`config.mk`:
```
export PLATFORM = sky130hd
export DESIGN_NAME = bounded_lifo_stack_core_flat
export DESIGN_NICKNAME = d
export VERILOG_FILES = /design/src/hw/rtl/bls_pkg.sv /design/src/hw/rtl/bls_if.sv /design/src/hw/rtl/bounded_lifo_stack_core.sv /design/src/hw/rtl/bls_ram.sv /design/src/hw/rtl/bls_ctrl.sv /design/src/hw/rtl/bls_dpath.sv /design/src/flat_wrapper.sv
export SDC_FILE = /design/constraint.sdc
export NUM_CORES = 1
export LEC_CHECK = 0
export BUFFER_PORTS_ARGS = -buffer_cell sky130_fd_sc_hd__buf_2
export CAP_MARGIN = 20
export CORE_MARGIN = 2
export CORE_UTILIZATION = 35
export DETAILED_ROUTE_END_ITERATION = 10
export HOLD_SLACK_MARGIN = 0.05
export PLACE_DENSITY = 0.47
export SLEW_MARGIN = 20
export SYNTH_ARGS = -nofsm -noshare
export SYNTH_HDL_FRONTEND = slang
export SYNTH_SLANG_ARGS = --single-unit
```
`constraint.sdc`:
```
create_clock -name clk -period 5.36 [get_ports clk]
set_input_delay 0.536 -clock clk [delete_from_list [all_inputs] [get_ports clk]]
set_output_delay 0.536 -clock clk [all_outputs]
set_load 0.005 [all_outputs]
```
`src/hw/rtl/bls_pkg.sv`:
```
// Shared types and constants for the bounded LIFO stack.
// Used by the channel interfaces, the controller and the datapath.
package bls_pkg;

  localparam int DATA_W      = 32;
  localparam int OP_W        = 2;
  localparam int POS_W       = 5;
  localparam int CAP_W       = 5;
  localparam int DEPTH_NOW_W = 5;
  localparam int STATUS_W    = 2;

  localparam logic [CAP_W-1:0]  CAP_RESET = 5'd16;
  localparam logic [DATA_W-1:0] ALL_ONES  = 32'hFFFF_FFFF;

  typedef enum logic [OP_W-1:0] {
    OP_PUSH = 2'd0,
    OP_POP  = 2'd1,
    OP_PEEK = 2'd2,
    OP_NOP  = 2'd3
  } op_t;

  typedef enum logic [STATUS_W-1:0] {
    ST_OK     = 2'd0,
    ST_OVER   = 2'd1,
    ST_UNDER  = 2'd2,
    ST_BADPOS = 2'd3
  } status_t;

  typedef enum logic [2:0] {
    S_IDLE  = 3'b001,
    S_FETCH = 3'b010,
    S_DONE  = 3'b100
  } state_t;

  typedef struct packed {
    logic load;
    logic fetch;
  } cmd_t;

endpackage

```
`src/hw/rtl/bls_if.sv`:
```
// Request and response channels of the bounded LIFO stack.
// Depends on bls_pkg for field widths.
interface bls_req_if;
  logic                            valid;
  logic                            ready;
  logic [bls_pkg::OP_W-1:0]        operation;
  logic signed [bls_pkg::DATA_W-1:0] push_value;
  logic [bls_pkg::POS_W-1:0]       position;

  modport source (output valid, operation, push_value, position, input ready);
  modport sink   (input valid, operation, push_value, position, output ready);
endinterface

interface bls_rsp_if;
  logic                                 valid;
  logic                                 ready;
  logic signed [bls_pkg::DATA_W-1:0]    read_value;
  logic [bls_pkg::STATUS_W-1:0]         status;
  logic [bls_pkg::DEPTH_NOW_W-1:0]      depth_now;

  modport source (output valid, read_value, status, depth_now, input ready);
  modport sink   (input valid, read_value, status, depth_now, output ready);
endinterface

```
`src/hw/rtl/bounded_lifo_stack_core.sv`:
```
// Bounded LIFO stack, top level.
// Depends on bls_pkg, bls_if, bls_ctrl, bls_dpath and bls_ram.
//
// Usage:
//   req carries one request: operation (push, pop, peek), push_value and
//   position. rsp returns one response per request: read_value, status and
//   depth_now (entries held after the request).
//   cfg_we / cfg_data write the capacity register; write it only while idle.
//   Capacity above DEPTH acts as DEPTH; capacity zero makes every push overflow.
//
// Timing:
//   One request is in flight at a time. A request is taken in the idle
//   state, the entry RAM is read on the accepting edge, its registered data
//   is captured into read_value in the fetch state, and the response is
//   valid in the done state. A new request is not taken until the response
//   is accepted; the spacing is set by the registered read of the entry RAM
//   and the single response stage.
//
// Reset (rst, synchronous): stack empty, capacity 16. RAM contents are not
//   cleared. While rsp.ready is low the response holds and req.ready stays low.
module bounded_lifo_stack_core #(
  parameter int DEPTH = 16
) (
  input  logic                        clk,
  input  logic                        rst,
  bls_req_if.sink                     req,
  bls_rsp_if.source                   rsp,
  input  logic                        cfg_we,
  input  logic [bls_pkg::CAP_W-1:0]   cfg_data
);

  bls_pkg::cmd_t cmd;

  bls_ctrl u_ctrl (
    .clk       (clk),
    .rst       (rst),
    .in_valid  (req.valid),
    .in_ready  (req.ready),
    .out_valid (rsp.valid),
    .out_ready (rsp.ready),
    .cmd       (cmd)
  );

  bls_dpath #(
    .DEPTH (DEPTH)
  ) u_dpath (
    .clk        (clk),
    .rst        (rst),
    .cmd        (cmd),
    .cfg_we     (cfg_we),
    .cfg_data   (cfg_data),
    .operation  (req.operation),
    .push_value (req.push_value),
    .position   (req.position),
    .read_value (rsp.read_value),
    .status     (rsp.status),
    .depth_now  (rsp.depth_now)
  );

endmodule

```
`src/hw/rtl/bls_ram.sv`:
```
// Generic single-write, single-read RAM with registered read data.
// No dependencies.
module bls_ram #(
  parameter int WIDTH = 32,
  parameter int DEPTH = 16
) (
  input  logic                                   clk,
  input  logic                                   we,
  input  logic [(DEPTH > 1 ? $clog2(DEPTH) : 1)-1:0] waddr,
  input  logic [WIDTH-1:0]                       wdata,
  input  logic                                   re,
  input  logic [(DEPTH > 1 ? $clog2(DEPTH) : 1)-1:0] raddr,
  output logic [WIDTH-1:0]                       rdata
);

  logic [WIDTH-1:0] mem [DEPTH];

  always_ff @(posedge clk) begin
    if (we) begin
      mem[waddr] <= wdata;
    end
    if (re) begin
      rdata <= mem[raddr];
    end
  end

endmodule

```
`src/hw/rtl/bls_ctrl.sv`:
```
// Sequencing controller of the bounded LIFO stack: accept, fetch, deliver.
// Depends on bls_pkg for state and command types.
module bls_ctrl (
  input  logic          clk,
  input  logic          rst,
  input  logic          in_valid,
  output logic          in_ready,
  output logic          out_valid,
  input  logic          out_ready,
  output bls_pkg::cmd_t cmd
);

  bls_pkg::state_t state;
  bls_pkg::state_t state_next;

  always_comb begin
    state_next = state;
    case (state)
      bls_pkg::S_IDLE: begin
        if (in_valid) begin
          state_next = bls_pkg::S_FETCH;
        end
      end
      bls_pkg::S_FETCH: begin
        state_next = bls_pkg::S_DONE;
      end
      bls_pkg::S_DONE: begin
        if (out_ready) begin
          state_next = bls_pkg::S_IDLE;
        end
      end
      default: begin
        state_next = bls_pkg::S_IDLE;
      end
    endcase
  end

  always_ff @(posedge clk) begin
    if (rst) begin
      state <= bls_pkg::S_IDLE;
    end else begin
      state <= state_next;
    end
  end

  assign in_ready  = (state == bls_pkg::S_IDLE);
  assign out_valid = (state == bls_pkg::S_DONE);
  assign cmd.load  = in_valid && in_ready;
  assign cmd.fetch = (state == bls_pkg::S_FETCH);

  a_fetch_then_done: assert property (@(posedge clk) disable iff (rst)
    cmd.fetch |=> out_valid)
    else $error("fetch not followed by delivery");

  a_no_overlap: assert property (@(posedge clk) disable iff (rst)
    !(in_ready && out_valid))
    else $error("request taken while response pending");

endmodule

```
`src/hw/rtl/bls_dpath.sv`:
```
// Datapath of the bounded LIFO stack: entry count, capacity, entry RAM, result.
// Depends on bls_pkg and bls_ram.
module bls_dpath #(
  parameter int DEPTH = 16
) (
  input  logic                                 clk,
  input  logic                                 rst,
  input  bls_pkg::cmd_t                        cmd,
  input  logic                                 cfg_we,
  input  logic [bls_pkg::CAP_W-1:0]            cfg_data,
  input  logic [bls_pkg::OP_W-1:0]             operation,
  input  logic signed [bls_pkg::DATA_W-1:0]    push_value,
  input  logic [bls_pkg::POS_W-1:0]            position,
  output logic signed [bls_pkg::DATA_W-1:0]    read_value,
  output logic [bls_pkg::STATUS_W-1:0]         status,
  output logic [bls_pkg::DEPTH_NOW_W-1:0]      depth_now
);

  localparam int CW = $clog2(DEPTH + 1);
  localparam int PW = (CW > bls_pkg::POS_W) ? CW : bls_pkg::POS_W;
  localparam int AW = (DEPTH > 1) ? $clog2(DEPTH) : 1;
  localparam logic [PW-1:0] DEPTH_W = PW'(DEPTH);

  logic [CW-1:0]               count;
  logic [CW-1:0]               count_next;
  logic [bls_pkg::CAP_W-1:0]   capacity;
  bls_pkg::status_t            status_q;
  bls_pkg::status_t            status_next;
  logic                        use_mem;
  logic                        re;
  logic                        we;
  logic [AW-1:0]               raddr;
  logic [bls_pkg::DATA_W-1:0]  rdata;
  logic [PW-1:0]               count_w;
  logic [PW-1:0]               pos_w;
  logic [PW-1:0]               cap_w;
  logic [PW-1:0]               limit;
  logic [PW-1:0]               pop_idx;
  logic [PW-1:0]               peek_idx;
  bls_pkg::op_t                op;

  assign count_w  = PW'(count);
  assign pos_w    = PW'(position);
  assign cap_w    = PW'(capacity);
  assign limit    = (cap_w > DEPTH_W) ? DEPTH_W : cap_w;
  assign pop_idx  = count_w - PW'(1);
  assign peek_idx = count_w - pos_w;
  assign op       = bls_pkg::op_t'(operation);

  always_comb begin
    count_next  = count;
    status_next = bls_pkg::ST_OK;
    we          = 1'b0;
    re          = 1'b0;
    raddr       = pop_idx[AW-1:0];
    case (op)
      bls_pkg::OP_PUSH: begin
        if (count_w >= limit) begin
          status_next = bls_pkg::ST_OVER;
        end else begin
          we         = 1'b1;
          count_next = count + CW'(1);
        end
      end
      bls_pkg::OP_POP: begin
        if (count_w == '0) begin
          status_next = bls_pkg::ST_UNDER;
        end else begin
          re         = 1'b1;
          count_next = count - CW'(1);
        end
      end
      bls_pkg::OP_PEEK: begin
        raddr = peek_idx[AW-1:0];
        if (pos_w == '0 || pos_w > count_w) begin
          status_next = bls_pkg::ST_BADPOS;
        end else begin
          re = 1'b1;
        end
      end
      default: begin
      end
    endcase
  end

  bls_ram #(
    .WIDTH (bls_pkg::DATA_W),
    .DEPTH (DEPTH)
  ) u_ram (
    .clk   (clk),
    .we    (we && cmd.load),
    .waddr (count_w[AW-1:0]),
    .wdata (push_value),
    .re    (re && cmd.load),
    .raddr (raddr),
    .rdata (rdata)
  );

  always_ff @(posedge clk) begin
    if (rst) begin
      count    <= '0;
      capacity <= bls_pkg::CAP_RESET;
    end else begin
      if (cfg_we) begin
        capacity <= cfg_data;
      end
      if (cmd.load) begin
        count <= count_next;
      end
    end
  end

  always_ff @(posedge clk) begin
    if (cmd.load) begin
      status_q <= status_next;
      use_mem  <= re;
    end
    if (cmd.fetch) begin
      read_value <= use_mem ? $signed(rdata) : $signed(bls_pkg::ALL_ONES);
    end
  end

  assign status    = status_q;
  assign depth_now = count_w[bls_pkg::DEPTH_NOW_W-1:0];

  a_count_bound: assert property (@(posedge clk) disable iff (rst)
    count_w <= DEPTH_W)
    else $error("entry count above depth");

  a_count_hold: assert property (@(posedge clk) disable iff (rst)
    !cmd.load |=> $stable(count))
    else $error("entry count changed without a request");

endmodule
```
`src/flat_wrapper.sv`:
```
// flat-port wrapper written by rule: the top's interface ports become plain ports
module bounded_lifo_stack_core_flat 
#(
  parameter int DEPTH = 16
)
  (clk, rst, cfg_we, cfg_data, req_valid, req_operation, req_push_value, req_position, req_ready, rsp_valid, rsp_read_value, rsp_status, rsp_depth_now, rsp_ready);
  bls_req_if req_i ();
  bls_rsp_if rsp_i ();
  input  logic clk;
  input  logic rst;
  input  logic cfg_we;
  input  logic [bls_pkg::CAP_W-1:0] cfg_data;
  input wire logic [$bits(req_i.valid)-1:0] req_valid;
  input wire logic [$bits(req_i.operation)-1:0] req_operation;
  input wire logic [$bits(req_i.push_value)-1:0] req_push_value;
  input wire logic [$bits(req_i.position)-1:0] req_position;
  output wire logic [$bits(req_i.ready)-1:0] req_ready;
  output wire logic [$bits(rsp_i.valid)-1:0] rsp_valid;
  output wire logic [$bits(rsp_i.read_value)-1:0] rsp_read_value;
  output wire logic [$bits(rsp_i.status)-1:0] rsp_status;
  output wire logic [$bits(rsp_i.depth_now)-1:0] rsp_depth_now;
  input wire logic [$bits(rsp_i.ready)-1:0] rsp_ready;
  assign req_i.valid = req_valid;
  assign req_i.operation = req_operation;
  assign req_i.push_value = req_push_value;
  assign req_i.position = req_position;
  assign req_ready = req_i.ready;
  assign rsp_valid = rsp_i.valid;
  assign rsp_read_value = rsp_i.read_value;
  assign rsp_status = rsp_i.status;
  assign rsp_depth_now = rsp_i.depth_now;
  assign rsp_i.ready = rsp_ready;
  bounded_lifo_stack_core #(.DEPTH(DEPTH)) u_core (.clk(clk), .rst(rst), .req(req_i), .rsp(rsp_i), .cfg_we(cfg_we), .cfg_data(cfg_data));
endmodule
```
==> metrics.md, run 1 <==
| Metric | Value |
|---|---|
| Outcome | `complete, no violations` |
| Fillers | `5708` |
| Seq pwr share | `49.2%` |
| Post-synth net total | `1192` |
| Register area share after synthesis | `77.03%` |
| DPL Wire Length | `30680 um` |
| Post-CTS setup buffers | `0` |
| Die Y | `259.8 um` |
| Mapped Cells | `1120` |
| Leak | `8.627 nW` |
| Critical path's slowest cell | `and2_2` |
| Initial drt markers | `785` |
| Tcrit/Tclk final | `69.20%` |
| Seq. cell area | `0.01765 mm^2` |
| RSZ-0062 raised after global routing | `no` |
| Net Sw Frac | `22.88%` |
| Post-synth EDFFs | `579` |
| PortBufs | `89` |
| Wirelength per Cell | `25.20 um` |
| Final hold vios | `0` |
| Syn-to-layout area delta | `16.39%` |
| Worst hold slack | `186.9 ps` |
| Switch Pwr | `2.393 mW` |
| Synth area leaders | `edfxtp_1 (76%), mux4_2 (13%), nand2_1 (1.4%)` |
| GRT overflow | `0` |
| Synth warn | `0` |
| Drt drc | `0` |
| Async set or reset register ratio after synthesis | `0%` |
| Detailed Route WL | `54400 um` |
| Antenna violations before repair | `3` |
| Die ar. | `0.06751 mm^2` |
| TritonCTS clock tree | `yes` |
| Largest net degree at the start of global routing | `59` |
| Hold Crit Class | `input pin to flop` |
| Share of the synthesized area in the top cell type | `75.90%` |
| IO Count | `90` |
| Post-layout util | `41.28%` |
| Layout cell share with drive strength beyond 1 | `27.94%` |
| GRT Util Overall | `16.50%` |
| CTS Buf Count | `67` |
| Starting density of the core | `35.47%` |
| P_int | `8.066 mW` |
| Hold_buf cts | `0` |
| Top_reg_cell synth | `edfxtp_1` |
| Fmax | `269.6 MHz` |
| Worst-skew pair later-pin latency | `600 ps` |
| # nets final | `1332` |
| Syn_area_per_cell | `20.45 um^2` |
| Setup crit end kind | `flop` |
| Vias in the first global route | `11850` |
| Setup Viol. Count Final | `0` |
| Pins over their slew limit | `0` |
| Logic pwr share | `9.9%` |
| Clk root buf | `clkbuf_16` |
| Kind of critical path | `flop to flop` |
| Rel. slew slack | `31.94%` |
| FF+latch count, synth | `592` |
| Core ar. | `0.06458 mm^2` |
| Post-CTS Resized | `0` |
| Vias after detailed routing | `10950` |
| Arr. time, crit path | `3980 ps` |
| Max-Cap Viols | `0` |
| Cell Chain, Critical Path | `inv_1 > ha_1 > a21o_1 > a21o_1 > a211oi_1 > o22ai_1 > o22ai_1 > and2_2 > buf_4` |
| First-pass GRT wire length | `80830 um` |
| RePlAce Congestion | `0.7458` |
| Antenna-violating nets left | `0` |
| Clk sink count | `592` |
| Bufs on Longest Clock Path | `3` |
| Largest fanout on the critical path | `23` |
| Clock skew | `17.70 ps` |
| Die width | `259.8 um` |
| Clock share of power | `40.9%` |
| Critical path startpoint category | `flop` |
| Worst endpoint required time | `5630 ps` |
| Clock-pin slew on the worst setup and hold paths | `60 ps` |
| Final TNS setup | `0 ps` |
| Area leader, netlist | `edfxtp_1` |
| Multi-input gate area | `0.005074 mm^2` |
| Fin crit period | `3709 ps` |
| Cell Pwr Density | `392.3 mW/mm^2` |
| First-pass DRT Iterations | `7` |
| Row count | `93` |
| Mapped Area | `0.02291 mm^2` |
| Critical Path Max Stage Delay | `860 ps` |
| # H-tree levels | `3` |
| VDD IR max | `182.9 uV` |
| Worst slew pin tran | `1021 ps` |
| Synth unique cells | `39` |
| Vias per cell | `5.073` |
-- sequential cells by signal (all words and copies together) (netlist names) --
| signal | flops |
|---|---|
| u_core.u_dpath.depth_now | 5 |
| u_core.u_dpath.cap_w | 5 |
| u_core.u_dpath.u_ram.mem | 512 |
| u_core.u_dpath.use_mem | 1 |
| u_core.u_dpath.u_ram.rdata | 32 |
| u_core.u_dpath.read_value | 32 |
| u_core.u_dpath.status | 2 |
| u_core.u_ctrl.state | 3 |
-- worst paths after layout --
check	depth (start not counted)	slack [ps]	endpoint	from
min reg2reg	2	490	u_core.u_dpath.cap_w[0]$_SDFFE_PP0P_	u_core.u_dpath.cap_w[0]$_SDFFE_PP0P_
max	9	1650	u_core.u_dpath.u_ram.rdata[1]$_DFFE_PP_	u_core.u_dpath.depth_now[2]$_SDFFE_PP0P_
max reg2reg	9	1650	u_core.u_dpath.u_ram.rdata[1]$_DFFE_PP_	u_core.u_dpath.depth_now[2]$_SDFFE_PP0P_
min	3	190	u_core.u_dpath.cap_w[2]$_SDFFE_PP0P_	cfg_data[2]
-- cell type report --
type | count | share of cell area, %
multi-input combinational | 458 | 19.03
timing repair buffer | 125 | 2.966
tap | 855 | 4.012
sequential | 592 | 66.19
antenna | 1 | 0.009386
clock buffer | 85 | 6.781
inverter | 16 | 0.2253
clock inverter | 27 | 0.7884
-- power by group through the flow --
stage               combinational, mW  sequential [mW]  clock, mW
floorplan                       0.724             5.24          0
global placement                 1.06             5.25          0
detailed placement               1.06             5.25          0
CTS                              1.07             5.15       4.40
global route                     1.14             5.15       4.58
finish                           1.03             5.15       4.28
-- cell usage after synthesis, types with 2 or more instances --
library cell,instances
a211oi_1,35
a21o_1,4
a21oi_1,7
a31oi_1,33
and2_1,33
buf_1,5
buf_2,10
buf_4,4
buf_6,10
clkbuf_1,25
dfxtp_1,13
edfxtp_1,579
ha_1,22
inv_1,16
mux2_2,2
mux2i_1,6
mux4_2,128
nand2_1,87
nand2b_1,36
nand3_1,3
nor2_1,32
nor2b_1,2
nor3_1,2
nor3b_1,2
o21a_1,2
o21ai_0,3
o22ai_1,3
or4_1,2
xnor2_1,3
xor2_1,2
-- critical path: cells and delay by family (launching register included) --
family          cells  cell delay, ps
simple gates        1             860
compound gates      5             940
flops               1             540
buf+inv             2             610
fa+ha+maj           1             410
-- metrics by stage --
stage / instance area, um^2 / power [mW] / instances / setup WS, ps
after global placement: 24640 / 6.304 / 2046 / 1537
after detailed placement: 24640 / 6.309 / 2046 / 1508
final: 26660 / 10.46 / 2159 / 1651
after CTS: 26660 / 10.62 / 2158 / 1570
after global routing: 26660 / 10.87 / 2158 / 1328
after floorplan: 22910 / 5.967 / 1120 / 1793
-- layout by cell type (no fill, tap or decap), types with 2 or more instances in the layout --
cell type / count
mux2_2: 2
o21ai_0: 3
clkinv_1: 12
xor2_1: 2
ha_1: 22
mux2i_1: 4
inv_1: 16
nand2b_1: 36
dfxtp_1: 13
buf_4: 30
nand2_1: 87
xnor2_1: 3
buf_12: 6
a21oi_1: 6
a211oi_1: 35
inv_6: 3
bufinv_16: 2
nor3b_1: 2
buf_2: 89
and2_1: 32
nor2_1: 15
clkbuf_16: 70
nor2_4: 17
clkbuf_1: 15
clkinv_2: 7
nor2b_1: 2
edfxtp_1: 579
mux4_2: 128
or4_1: 2
nor3_1: 2
nand3_1: 3
mux2i_4: 2
a21o_1: 4
o22ai_1: 3
a31oi_1: 33
-- metal layers --
layer / wire [um] / track usage (%) / vias to the layer above
met3: 2268 / 2.768 / 72
li1: - / - / 4840
met1: 24220 / 22.38 / 5810
met4: 989 / 4.901 / 2
met5: 7 / 0 / -
met2: 26910 / 27.36 / 228
-- cell families after synthesis --
kind of cell | after synthesis | synth area share, %
fa+ha+maj | 23 | 1.289
xor+xnor | 5 | 0.1912
compound gates | 94 | 2.791
simple gates | 200 | 4.156
buf+inv | 70 | 1.595
mux | 136 | 12.94
flops | 592 | 77.03
Power figures use the tool's default switching activity.
==> run 2: changes to the inputs <==
- PLACE_DENSITY: 0.47 -> 0.49
- clock period: 5.36 -> 3.1 ns (I/O delays scaled with it)
==> run 2 against run 1 <==
Net effect: count of clock-buffer cells in the layout up 2; sequential power increased by 73%; setup slack worse by 1500 ps; die area unchanged; first-iteration DRC count increased by 6.8%; register-to-register slack got worse by 1500 ps; clock power rose by 79%; sequential share of layout area decreased by 2.9 points; clock skew grew 5.9 ps; via count grew 3.7%.
==> metrics.md, run 2 (same netlist as run 1, synthesis figures left out) <==
| Metric | Value |
|---|---|
| Fillers | `5664` |
| Final TNS setup | `0 ps` |
| Starting density of the core | `35.47%` |
| Antenna violations before repair | `4` |
| Vias per cell | `5.091` |
| Arr. time, crit path | `3300 ps` |
| Outcome | `complete, no violations` |
| Clk sink count | `592` |
| Final Cell Area | `0.02788 mm^2` |
| VDD IR max | `411.0 uV` |
| First-pass DRT Iterations | `5` |
| Pins over their slew limit | `0` |
| Leak | `9.168 nW` |
| CP most frequent cell | `inv_1` |
| GR Util met1 | `22.63%` |
| Bufs on Longest Clock Path | `3` |
| RePlAce Congestion | `0.7748` |
| Row count | `93` |
| Worst slew pin tran | `825.9 ps` |
| Fmax | `336.0 MHz` |
| Biggest regs | `u_core.u_dpath.u_ram.mem x512, u_core.u_dpath.read_value x32, u_core.u_dpath.u_ram.rdata x32` |
| Post-Layout Cell Count | `2230` |
| Die Y | `259.8 um` |
| GRT overflow | `0` |
| Cell Pwr Density | `665.5 mW/mm^2` |
| Rel. slew slack | `44.22%` |
| GR Util met3 | `3.002%` |
| GRT Util Overall | `16.41%` |
| Vias after detailed routing | `11350` |
| Clk root buf | `clkbuf_16` |
| Wirelength per Cell | `24.46 um` |
| Largest fanout on the critical path | `6` |
| Max FFs per register | `512` |
| Placed cells | `2094` |
| Critical path startpoint category | `flop` |
| Most common cell after layout, fill and taps aside | `edfxtp_1` |
| Core ar. | `0.06458 mm^2` |
| Final hold vios | `0` |
| Hold Crit Class | `input pin to flop` |
| # nets final | `1400` |
| GRT Max-Usage Layer | `met2` |
| Die ar. | `0.06751 mm^2` |
| Drt drc | `0` |
| Detailed Route WL | `54560 um` |
| Clock-pin slew on the worst setup and hold paths | `60 ps` |
| TritonCTS clock tree | `yes` |
| IO Count | `90` |
| Setup crit end kind | `flop` |
| CTS Buf Count | `67` |
| Met2 GRT Util | `26.46%` |
| Vias in the first global route | `11760` |
| Die width | `259.8 um` |
| Max-Cap Viols | `0` |
| Critical path's slowest cell | `mux4_2` |
| Placement Setup Slack | `-10.10 ps` |
| Setup Viol. Count Final | `0` |
| Clock skew | `23.59 ps` |
| Most frequent cells in the layout | `edfxtp_1 (579), mux4_2 (128), buf_2 (89), nand2_1 (87), clkbuf_16 (71)` |
| Cell Chain, Critical Path | `inv_1 > ha_1 > inv_1 > fa_1 > inv_1 > mux2i_4 > buf_12 > buf_4 > clkbuf_16 > buf_4 > mux4_2 > and2_1 > a211oi_1 > a31oi_1` |
| # H-tree levels | `3` |
| Syn-to-layout area delta | `21.68%` |
| Worst endpoint required time | `3420 ps` |
| Antenna-violating nets left | `0` |
| Final setup margin | `123.4 ps` |
| Placed Area | `0.02551 mm^2` |
| Top reg by flops | `u_core.u_dpath.u_ram.mem` |
| PortBufs | `89` |
| Critical Path Max Stage Delay | `480 ps` |
| Layout cell share with drive strength beyond 1 | `31.32%` |
| DPL Wire Length | `30680 um` |
| Kind of critical path | `flop to flop` |
| First-pass GRT wire length | `79880 um` |
| Initial drt markers | `838` |
| Worst-skew pair later-pin latency | `590 ps` |
| Largest net degree at the start of global routing | `65` |
| Tcrit/Tclk final | `96.02%` |
| Fin crit period | `2977 ps` |
-- run 2: changes by cell type in the layout (fill, tap and decap cells not counted), moves of 3 or more --
cell and change:
dlygate4sd3_1 +9, a211oi_2 +3, clkbuf_1 +3, bufinv_16 +4, a211oi_1 -3, buf_12 +43
buf_4 +14, clkinv_1 -5
-- run 2: area by class of cell --
class	instances	area [um^2]	share of cell area [%]
repair buffers	193	1897	6.805
clock inverters	27	314.1	1.127
diodes	2	5.005	0.01795
multi-input cells	458	5089	18.25
flip-flops and latches	592	17650	63.31
clock buffers	87	1794	6.437
well taps	855	1070	3.838
inverters	16	60.06	0.2154
-- run 2: stage by stage --
stage                     utilization (%)  power (mW)  hold slack, ps
after global placement              39.51       11.01           483.3
after detailed placement            39.51       11.03           485.6
final                               43.16       18.55           90.31
after floorplan                         -       10.32           408.9
after global routing                43.16       19.22           81.18
after CTS                           42.91       18.74           53.87
-- run 2: what timing repair did --
action,in CTS,in global routing
setup buffers,0,9
hold endpoints to repair,7,0
hold buffers,9,0
gates resized for setup,0,3
endpoints found under the setup margin,0,14
-- run 2: per-layer routing --
metal	routed length, um	part of all wire (%)
met1	24500	45
met2	26190	48
met3	2446	4.5
met4	1386	2.5
met5	27	0.049
-- run 2: worst paths after layout --
kind	start	end	slack [ps]	cells past startpoint
min reg2reg	u_core.u_dpath.u_ram.rdata[2]$_DFFE_PP_	u_core.u_dpath.read_value[2]$_SDFFCE_PN1N_	500	1
max reg2reg	u_core.u_dpath.depth_now[0]$_SDFFE_PP0P_	u_core.u_dpath.u_ram.rdata[29]$_DFFE_PP_	120	14
min	req_push_value[10]	u_core.u_dpath.u_ram.mem[11][10]$_DFFE_PP_	90	1
max	u_core.u_dpath.depth_now[0]$_SDFFE_PP0P_	u_core.u_dpath.u_ram.rdata[29]$_DFFE_PP_	120	14
-- run 2: power breakdown --
part	total, mW	switching [mW]	internal (mW)
combinational	2.01	1.01	0.997
clock	7.64	3.06	4.58
sequential	8.90	0.0231	8.88
total	18.6	4.09	14.5
-- run 2: worst max-delay path, delay by kind of cell (launching register included) --
family | cells | cell delay (ps)
AO/OA/AOI/OAI | 2 | 270
flip-flops | 1 | 300
buffers and inverters | 7 | 680
multiplexers | 2 | 650
AND/OR/NAND/NOR | 1 | 180
adder cells (fa/ha/maj) | 2 | 630
==> run 3: changes to the inputs <==
- CORE_ASPECT_RATIO: unset -> 1.25
- CORE_UTILIZATION: 35 -> 41
- PLACE_DENSITY: 0.49 -> 0.56
- RECOVER_POWER: unset -> 25
==> run 3 against run 2 <==
Net effect: cell area fell by 1.0%; non-clock buffer count rose by 30; hold slack improved by 18 ps; setup slack got worse by 20 ps; maximum frequency fell by 0.66%; flip-flop and latch count did not move; critical path type unchanged; critical endpoint is now u_core.u_dpath.u_ram.rdata[16]$_DFFE_PP_; largest power group unchanged.
==> metrics.md, run 3 (same netlist as run 1, synthesis figures left out) <==
| Metric | Value |
|---|---|
| Outcome | `complete, no violations` |
| Final hold vios | `0` |
| Diodes inserted | `0` |
| Worst slew pin tran | `866.8 ps` |
| Clk root buf | `clkbuf_16` |
| GRT Util Overall | `18.72%` |
| Worst-skew pair later-pin latency | `630 ps` |
| Initial drt markers | `890` |
| Core ar. | `0.05501 mm^2` |
| Setup crit end kind | `flop` |
| RSZ-0062 raised after global routing | `yes` |
| Max-Cap Viols | `0` |
| GRT overflow | `0` |
| Post-layout util | `50.16%` |
| Final Cell Area | `0.02759 mm^2` |
| Bufs on Longest Clock Path | `3` |
| Setup Viol. Count Final | `0` |
| Worst endpoint required time | `3440 ps` |
| Kind of critical path | `flop to flop` |
| Arr. time, crit path | `3340 ps` |
| IO Count | `90` |
| Clock skew | `25.24 ps` |
| Wirelength per Cell | `25.00 um` |
| Placed cells | `1968` |
| Fin crit period | `2997 ps` |
| Layout cell share with drive strength beyond 1 | `29.34%` |
| Antenna-violating nets left | `0` |
| TritonCTS clock tree | `yes` |
| Die width | `215.4 um` |
| Row count | `96` |
| Die ar. | `0.05779 mm^2` |
| Vias in the first global route | `12010` |
| Post-Layout Cell Count | `2129` |
| Reg2reg path depth | `12` |
| Max FFs per register | `512` |
| Antenna violations before repair | `0` |
| Leak | `9.069 nW` |
| Detailed Route WL | `53220 um` |
| Top reg by flops | `u_core.u_dpath.u_ram.mem` |
| Pins over their slew limit | `0` |
| Tcrit/Tclk final | `96.66%` |
| Cells on Worst Hold Path | `2` |
| Clock-pin slew on the worst setup and hold paths | `60 ps` |
| Cell Pwr Density | `644.3 mW/mm^2` |
| RePlAce Congestion | `0.7967` |
| CTS Buf Count | `56` |
| DPL Wire Length | `29430 um` |
| Drt drc | `0` |
| Fmax | `333.7 MHz` |
| # H-tree levels | `2` |
| VDD IR max | `495.2 uV` |
| Die Y | `268.3 um` |
| Placed Area | `0.02517 mm^2` |
| Fillers | `4507` |
| Clk sink count | `592` |
| First-pass GRT wire length | `78840 um` |
| Critical path startpoint category | `flop` |
| Vias per cell | `5.426` |
| First-pass DRT Iterations | `5` |
| Most frequent cells in the layout | `edfxtp_1 (579), mux4_2 (128), nand2_1 (87), buf_2 (70), clkbuf_16 (58)` |
| Rel. slew slack | `41.45%` |
| Largest fanout on the critical path | `11` |
| Most common cell after layout, fill and taps aside | `edfxtp_1` |
| Starting density of the core | `41.64%` |
| Biggest regs | `u_core.u_dpath.u_ram.mem x512, u_core.u_dpath.read_value x32, u_core.u_dpath.u_ram.rdata x32` |
| PortBufs | `89` |
| Vias after detailed routing | `11550` |
| Hold Crit Class | `input pin to flop` |
| Largest net degree at the start of global routing | `65` |
| Syn-to-layout area delta | `20.45%` |
| # nets final | `1419` |
==> run 3: final timing paths <==
kind / startpoint / endpoint / slack [ps]
hold reg to reg: u_core.u_dpath.u_ram.rdata[24]$_DFFE_PP_ / u_core.u_dpath.read_value[24]$_SDFFCE_PN1N_ / 500
hold / removal: rst / u_core.u_ctrl.state[2]$_SDFFE_PP0P_ / 110
setup reg to reg: u_core.u_dpath.depth_now[0]$_SDFFE_PP0P_ / u_core.u_dpath.u_ram.rdata[16]$_DFFE_PP_ / 100
setup / recovery: u_core.u_dpath.depth_now[0]$_SDFFE_PP0P_ / u_core.u_dpath.u_ram.rdata[16]$_DFFE_PP_ / 100
==> run 3: worst max-delay path: stages (launching register included) <==
cell and delay [ps]:
dfxtp_1 310, inv_1 70, ha_1 170, inv_1 60, fa_1 490, inv_1 60
mux2i_4 200, buf_12 180, buf_4 150, clkbuf_16 180, mux4_2 510, a211oi_1 250
a31oi_1 60
==> run 3: area by class of cell <==
type                            instances  area (um^2)  share of cell area (%)
Clock buffer                           70         1475                   5.346
Clock inverter                         35        357.8                   1.297
Inverter                               16        60.06                  0.2176
Multi-Input combinational cell        458         5119                   18.55
Sequential cell                       592        17650                   63.95
Tap cell                              735        919.6                   3.333
Timing Repair Buffer                  223         2016                   7.305
==> run 3: metrics by stage <==
| stage | hold WS, ps | total power, mW | worst slack [ps] | setup TNS (ps) |
|---|---|---|---|---|
| 5_1_grt | 97.67 | 18.44 | -4.540 | -8.480 |
| 3_5_place_dp | 488.7 | 10.98 | -31.91 | -31.91 |
| 4_1_cts | 50.23 | 17.88 | 46.01 | 0 |
| 2_1_floorplan | 408.9 | 10.32 | -466.8 | -206960 |
| 6_report | 108.1 | 17.78 | 103.5 | 0 |
| 3_3_place_gp | 482.3 | 10.96 | -25.88 | -25.88 |
==> run 3: timing repair <==
item | CTS | global route
hold buffers | 37 | 0
pin swaps | 0 | 1
gates resized for setup | 1 | 11
setup buffers | 0 | 18
cloned | 0 | 1
setup endpoints to repair | 1 | 27
hold endpoints to repair | 282 | 0
==> run 3: routing by layer <==
layer | share of wire (%) | track usage, %
met5 | 0 | 0
met4 | 2.2 | 5.107
met3 | 4.6 | 2.637
met2 | 51 | 32.69
met1 | 42 | 24.75
==> run 3: power breakdown <==
| group | switching, mW | internal, mW | total [mW] |
|---|---|---|---|
| Sequential | 0.0245 | 8.87 | 8.90 |
| Combinational | 1.02 | 1.00 | 2.02 |
| Clock | 2.96 | 3.90 | 6.86 |
| Total | 4.00 | 13.8 | 17.8 |
